`config.mk`:
```
export PLATFORM = sky130hd
export DESIGN_NAME = wsmm_ctrl
export DESIGN_NICKNAME = d
export VERILOG_FILES = /design/src/sv/wsmm_pkg.sv /design/src/sv/wsmm_ctrl.sv
export SDC_FILE = /design/constraint.sdc
export NUM_CORES = 1
export LEC_CHECK = 0
export BUFFER_PORTS_ARGS = -buffer_cell sky130_fd_sc_hd__buf_2
export CAP_MARGIN = 30
export CORE_UTILIZATION = 48
export DETAILED_ROUTE_END_ITERATION = 12
export PLACE_DENSITY_LB_ADDON = 0.12
export SYNTH_ARGS = -nofsm -noshare
export SYNTH_HDL_FRONTEND = slang
export SYNTH_SLANG_ARGS = --single-unit
```
`constraint.sdc`:
```
create_clock -name clk_i -period 1.65 [get_ports clk_i]
set_input_delay 0.33 -clock clk_i [delete_from_list [all_inputs] [get_ports clk_i]]
set_output_delay 0.33 -clock clk_i [all_outputs]
set_load 0.02 [all_outputs]
```
`src/sv/wsmm_pkg.sv`:
```
// ----------------------------------------------------------------------------
// wsmm_pkg
// Shared constants, types and codes of the waveform store with min/max columns.
// ----------------------------------------------------------------------------
`timescale 1ns / 1ps
`default_nettype none

package wsmm_pkg;

  localparam int unsigned SAMPLES   = 8192;
  localparam int unsigned ADDR_W    = $clog2(SAMPLES);
  localparam int unsigned CNT_W     = ADDR_W + 1;
  localparam int unsigned VAL_W     = 16;
  localparam int unsigned WID_W     = 13;
  localparam int unsigned COL_W     = 12;
  localparam int unsigned PIX_W     = 21;
  localparam int unsigned CFG_W     = 14;
  localparam int unsigned MUL_A_W   = VAL_W;
  localparam int unsigned MUL_B_W   = CFG_W;
  localparam int unsigned PROD_W    = MUL_A_W + MUL_B_W;
  localparam int unsigned DVD_W     = 38;
  localparam int unsigned DVS_W     = 17;
  localparam int unsigned DCNT_W    = $clog2(DVD_W + 1);

  localparam logic [VAL_W-1:0] FULL_SCALE = {VAL_W{1'b1}};
  localparam logic [CFG_W-1:0] N_MIN      = 14'd2;
  localparam logic [CFG_W-1:0] N_MAX      = 14'd8192;
  localparam logic [WID_W-1:0] W_MAX      = 13'd4096;
  localparam logic [WID_W-1:0] H_MAX      = 13'd4096;
  localparam logic [PIX_W-1:0] FRAC_ONE   = 21'd256;
  localparam logic [DVD_W-1:0] HALF_FULL  = 38'd32767;

  localparam logic [1:0] REG_SAMPLE_COUNT = 2'd0;
  localparam logic [1:0] REG_WIDTH_PX     = 2'd1;
  localparam logic [1:0] REG_HEIGHT_PX    = 2'd2;

  localparam logic CMD_WRITE_SEG = 1'b0;
  localparam logic CMD_READ_COL  = 1'b1;

  typedef enum logic [4:0] {
    ST_CLEAR,
    ST_IDLE,
    ST_SEG_PREP,
    ST_SEG_DIV,
    ST_SEG_WAIT,
    ST_SEG_RUN,
    ST_POINT,
    ST_RD_MUL,
    ST_RD_DIVLO,
    ST_RD_WAITLO,
    ST_RD_DIVHI,
    ST_RD_WAITHI,
    ST_RD_SCAN,
    ST_RD_DRAIN,
    ST_RD_MULTOP,
    ST_RD_DIVTOP,
    ST_RD_WAITTOP,
    ST_RD_MULBAR,
    ST_RD_DIVBAR,
    ST_RD_WAITBAR,
    ST_RD_OUT
  } state_e;

  typedef enum logic [4:0] {
    OP_NONE,
    OP_CLEAR,
    OP_CAPTURE,
    OP_SEG_PREP,
    OP_POINT,
    OP_DIV_SEG,
    OP_SEG_SETUP,
    OP_SEG_RUN,
    OP_MUL_PX,
    OP_DIV_LO,
    OP_START_CAP,
    OP_DIV_HI,
    OP_END_CAP,
    OP_SCAN,
    OP_MUL_TOP,
    OP_MUL_BAR,
    OP_DIV_SCALE,
    OP_TOP_CAP,
    OP_BAR_CAP,
    OP_OUT_LOAD
  } op_e;

  typedef struct packed {
    op_e op;
  } cmd_t;

  typedef struct packed {
    logic clear_last;
    logic seg_zero;
    logic seg_last;
    logic scan_last;
    logic div_done;
    logic out_busy;
  } sts_t;

endpackage

`default_nettype wire

```
`src/sv/wsmm_ctrl.sv`:
```
// ----------------------------------------------------------------------------
// wsmm_ctrl
// Sequencer for store clearing, segment writes and column reads.
// ----------------------------------------------------------------------------
`timescale 1ns / 1ps
`default_nettype none

module wsmm_ctrl (
  input  logic            clk_i,
  input  logic            rst_ni,
  input  logic            in_valid_i,
  output logic            in_stall_o,
  input  logic            command_i,
  output wsmm_pkg::cmd_t  cmd_o,
  input  wsmm_pkg::sts_t  sts_i
);
  import wsmm_pkg::*;

  state_e state_q, state_d;

  always_ff @(posedge clk_i or negedge rst_ni) begin
    if (!rst_ni) begin
      state_q <= ST_CLEAR;
    end else begin
      state_q <= state_d;
    end
  end

  always_comb begin
    state_d = state_q;
    case (state_q)
      ST_CLEAR:      if (sts_i.clear_last) state_d = ST_IDLE;
      ST_IDLE: begin
        if (in_valid_i) begin
          state_d = (command_i == CMD_READ_COL) ? ST_RD_MUL : ST_SEG_PREP;
        end
      end
      ST_SEG_PREP:   state_d = ST_SEG_DIV;
      ST_SEG_DIV:    state_d = sts_i.seg_zero ? ST_POINT : ST_SEG_WAIT;
      ST_SEG_WAIT:   if (sts_i.div_done) state_d = ST_SEG_RUN;
      ST_SEG_RUN:    if (sts_i.seg_last) state_d = ST_IDLE;
      ST_POINT:      state_d = ST_IDLE;
      ST_RD_MUL:     state_d = ST_RD_DIVLO;
      ST_RD_DIVLO:   state_d = ST_RD_WAITLO;
      ST_RD_WAITLO:  if (sts_i.div_done) state_d = ST_RD_DIVHI;
      ST_RD_DIVHI:   state_d = ST_RD_WAITHI;
      ST_RD_WAITHI:  if (sts_i.div_done) state_d = ST_RD_SCAN;
      ST_RD_SCAN:    if (sts_i.scan_last) state_d = ST_RD_DRAIN;
      ST_RD_DRAIN:   state_d = ST_RD_MULTOP;
      ST_RD_MULTOP:  state_d = ST_RD_DIVTOP;
      ST_RD_DIVTOP:  state_d = ST_RD_WAITTOP;
      ST_RD_WAITTOP: if (sts_i.div_done) state_d = ST_RD_MULBAR;
      ST_RD_MULBAR:  state_d = ST_RD_DIVBAR;
      ST_RD_DIVBAR:  state_d = ST_RD_WAITBAR;
      ST_RD_WAITBAR: if (sts_i.div_done) state_d = ST_RD_OUT;
      ST_RD_OUT:     if (!sts_i.out_busy) state_d = ST_IDLE;
      default:       state_d = ST_IDLE;
    endcase
  end

  always_comb begin
    cmd_o.op   = OP_NONE;
    in_stall_o = state_q != ST_IDLE;
    case (state_q)
      ST_CLEAR:      cmd_o.op = OP_CLEAR;
      ST_IDLE:       if (in_valid_i) cmd_o.op = OP_CAPTURE;
      ST_SEG_PREP:   cmd_o.op = OP_SEG_PREP;
      ST_SEG_DIV:    if (!sts_i.seg_zero) cmd_o.op = OP_DIV_SEG;
      ST_SEG_WAIT:   if (sts_i.div_done) cmd_o.op = OP_SEG_SETUP;
      ST_SEG_RUN:    cmd_o.op = OP_SEG_RUN;
      ST_POINT:      cmd_o.op = OP_POINT;
      ST_RD_MUL:     cmd_o.op = OP_MUL_PX;
      ST_RD_DIVLO:   cmd_o.op = OP_DIV_LO;
      ST_RD_WAITLO:  if (sts_i.div_done) cmd_o.op = OP_START_CAP;
      ST_RD_DIVHI:   cmd_o.op = OP_DIV_HI;
      ST_RD_WAITHI:  if (sts_i.div_done) cmd_o.op = OP_END_CAP;
      ST_RD_SCAN:    cmd_o.op = OP_SCAN;
      ST_RD_MULTOP:  cmd_o.op = OP_MUL_TOP;
      ST_RD_DIVTOP:  cmd_o.op = OP_DIV_SCALE;
      ST_RD_WAITTOP: if (sts_i.div_done) cmd_o.op = OP_TOP_CAP;
      ST_RD_MULBAR:  cmd_o.op = OP_MUL_BAR;
      ST_RD_DIVBAR:  cmd_o.op = OP_DIV_SCALE;
      ST_RD_WAITBAR: if (sts_i.div_done) cmd_o.op = OP_BAR_CAP;
      ST_RD_OUT:     if (!sts_i.out_busy) cmd_o.op = OP_OUT_LOAD;
      default:       cmd_o.op = OP_NONE;
    endcase
  end

  // divider results only land while a wait state expects them
  a_div_done_in_wait: assert property (@(posedge clk_i) disable iff (!rst_ni)
    sts_i.div_done |-> (state_q == ST_SEG_WAIT || state_q == ST_RD_WAITLO ||
                        state_q == ST_RD_WAITHI || state_q == ST_RD_WAITTOP ||
                        state_q == ST_RD_WAITBAR))
    else $error("divider finished outside a wait state");

  // a result is never loaded over one not yet taken
  a_no_out_overwrite: assert property (@(posedge clk_i) disable iff (!rst_ni)
    (cmd_o.op == OP_OUT_LOAD) |-> !sts_i.out_busy)
    else $error("output register overwritten");

  // an accepted request always leaves idle
  a_accept_leaves_idle: assert property (@(posedge clk_i) disable iff (!rst_ni)
    (state_q == ST_IDLE && in_valid_i) |=> (state_q != ST_IDLE))
    else $error("request accepted without starting work");

  // no request is taken during the clearing pass
  a_clear_first: assert property (@(posedge clk_i) disable iff (!rst_ni)
    (state_q == ST_CLEAR) |-> in_stall_o)
    else $error("request taken during clearing pass");

endmodule

`default_nettype wire

```
==> metrics <==
Top Usage Layer GRT met2; Yosys cell types 40; most frequent cell after synthesis nor2_1; most used cell, CP buf_6; Comb pwr share 0.870; met2 Use GR 0.486; top_reg_cell synth dfrtp_1; Total Routing Usage GR 0.317; most frequent cells after synthesis 17 x nor2_1, 8 x nand2_1, 8 x o21ai_0; initial antenna violation count 0; Mapped Area a little under 800 sq um; GRT met3 Usage 0.0603; largest net degree at the start of global routing 15; clock skew about 0.01 ns; Pleak between 0.0006 and 0.0007 uW; vias between 1k and 1.5k; peak supply drop roughly 1800 uV; required time of the critical path roughly 1.3 ns; pins over their slew limit 0; Avg Inst Size Synth 7.47 sq um; drt initial violations between 60 and 70; Skew-Pair Late Insertion Delay roughly 0.26 ns; # rows 14; crit end category output pin; Placement Cell Area 1060 sq um; startpoint types flip-flop; final setup fails 10; final instance area 1390 sq um; RSZ-0062 raised after global routing true; clock power share 0.043; Clock Sinks 5; area grow syn2layout 79.1%; critical path's largest stage delay ~0.44 ns; diode count 0; FF-to-FF setup slack -0.29 ns; Max Cap Viol 0; critical path's slowest cell dfrtp_2; delay-heaviest family, CP compound AO/OA/AOI/OAI gates; Die ar. ~1800 sq um; Worst Path Arrival ~1.8 ns; core area around 1500 sq um; first-pass GRT wire length 4350 microns; First-pass DRT Iterations 4; # DRC 0; Ys Warns 0; Chip Width around 42 microns; final worst setup slack -0.502 ns; GR met1 Demand/Resource 0.447; fillers 63; grt total ovfl 0; fmax ~460 MHz; vias in the first global route ~900; fraction of layout cells with a size suffix above 1 0.619; drt total wl between 3000 and 4000 microns; WS Path Type reg2out; top cells by area, synth dfrtp_1 16%, nor2_1 8.2%, buf_6 5.8%; clock period minus worst slack between 2 and 2.5 ns; clock tree from TritonCTS built; Max Root-Sink Buffers 2; FFs w/ async S/R, synth 1.00; H-tree depth 1; sequential share of the synthesized area 0.161; syn nets 114; EDFF count, synth 0; failing checks setup timing; Yosys top cell by area dfrtp_1; max reg flops 5; layout net count 171; status finished with violations; worst-path cell chain buf_6, nand2b_4, o32ai_1, a32oi_1, nor2_1, a311o_1, buf_6; Syn Inst Count ~100; Reg clk slew, reported paths about 0.060 ns; per-cell routed wire length 20.3 microns; hpwl dp approximately 1800 microns; measured slew at the worst slew-check pin 0.417 ns; worst hold slack 0.464 ns; Vias/cell approximately 6.3; fin crit share 1.30; switching component of the power between 1500 and 2000 uW; antenna viol nets, final 0; Yosys reg bits 5; top-area cell type share of the netlist area 0.161; Largest regs state_q x5; PD cells 2680 nW/um^2; final hold violations 0; Buf+Inv Stages, Crit Path 2; Top reg by flops state_q; Relative slew margins 0.720; clock root buffer clkbuf_4; initial core utilization 0.516; HP Class in2async; Ports 16; Buffers on Ports 15; Routability Congestion around 0.93; CP Max Fanout 7; total CTS buffers 3; Die H between 40 and 50 microns; Sequential Power Share 0.087; Util after Layout 0.924; switching fraction of total power 0.468; Power Internal slightly below 2000 uW
[per-layer routing]
metal | vias to the layer above | part of all wire
met5 | - | 0
met2 | 84 | 0.47
met1 | 532 | 0.40
met4 | 0 | 0.022
li1 | 488 | -
met3 | 9 | 0.11
[final timing paths]
check / from / endpoint / cells past startpoint
hold / removal: rst_ni / state_q[2]$_DFFE_PN0P_ / 2
hold reg to reg: state_q[4]$_DFFE_PN0P_ / state_q[4]$_DFFE_PN0P_ / 2
setup / recovery: state_q[2]$_DFFE_PN0P_ / cmd_o[1] / 7
max in group asynchronous: rst_ni / state_q[0]$_DFFE_PN0P_ / 2
min in group clk_i: command_i / state_q[0]$_DFFE_PN0P_ / 5
setup reg to reg: state_q[2]$_DFFE_PN0P_ / state_q[1]$_DFFE_PN0P_ / 8
[timing repair]
item                                   CTS  global route
hold buffers                             1             0
setup endpoints to repair                9            10
resized for setup                       26            24
buffers inserted                         7            11
pin swaps                                5             9
endpoints found under the hold margin    5             0
[logic make-up (layout without fill, tap and decap cells)]
logic type	Yosys count	after routing	synth area share
AOI/OAI and AO/OA	37	37	0.359
muxes	3	3	0.0580
xor gates and xnor gates	2	2	0.0322
DFF	5	5	0.161
and+or+nand+nor	42	42	0.271
buffers and inverters	15	71	0.119
[metrics by stage]
step                      cells  setup TNS, ns  power, uW  setup WS (ns)
after global routing        176          -3.39       3880         -0.540
after floorplan             104       -0.00396       1780       -0.00396
final                       176          -3.06       3730         -0.502
after detailed placement    153         -0.782       2560         -0.154
after CTS                   165          -1.69       3080         -0.317
after global placement      153         -0.672       2530         -0.114
[power groups by stage]
| stage | logic, uW | clock network [uW] | registers, uW |
|---|---|---|---|
| after floorplan | 1530 | 0 | 249 |
| after global placement | 2230 | 0 | 302 |
| after detailed placement | 2250 | 0 | 305 |
| after CTS | 2610 | 153 | 311 |
| after global routing | 3380 | 165 | 327 |
| final | 3240 | 160 | 326 |
[final cells by class]
type	instances	area [sq um]	share of cell area
timing repair buffer	61	514	0.370
clock buffer	4	26.3	0.0189
sequential	5	131	0.0944
multi-input combinational	84	677	0.487
inverter	6	22.5	0.0162
tap	16	20.0	0.0144
[cells in the final DEF (no fill, tap or decap), types with 2 or more instances in the layout]
master    Yosys  final
nand2b_4      1      4
nor2_1       17     12
buf_6         4     11
a32oi_2       0      2
buf_4         0     36
buf_2         5     10
inv_1         5      5
o21ai_0       8      4
a21oi_2       2      4
nand2_1       8      8
clkbuf_4      0      3
o21ai_1       0      3
mux2_4        3      3
o22ai_1       3      2
nor2_2        1      2
buf_12        0      3
a21oi_1       6      4
nor2_4        0      4
dfrtp_2       0      5
Note: power is estimated with default switching activity, not from simulation.
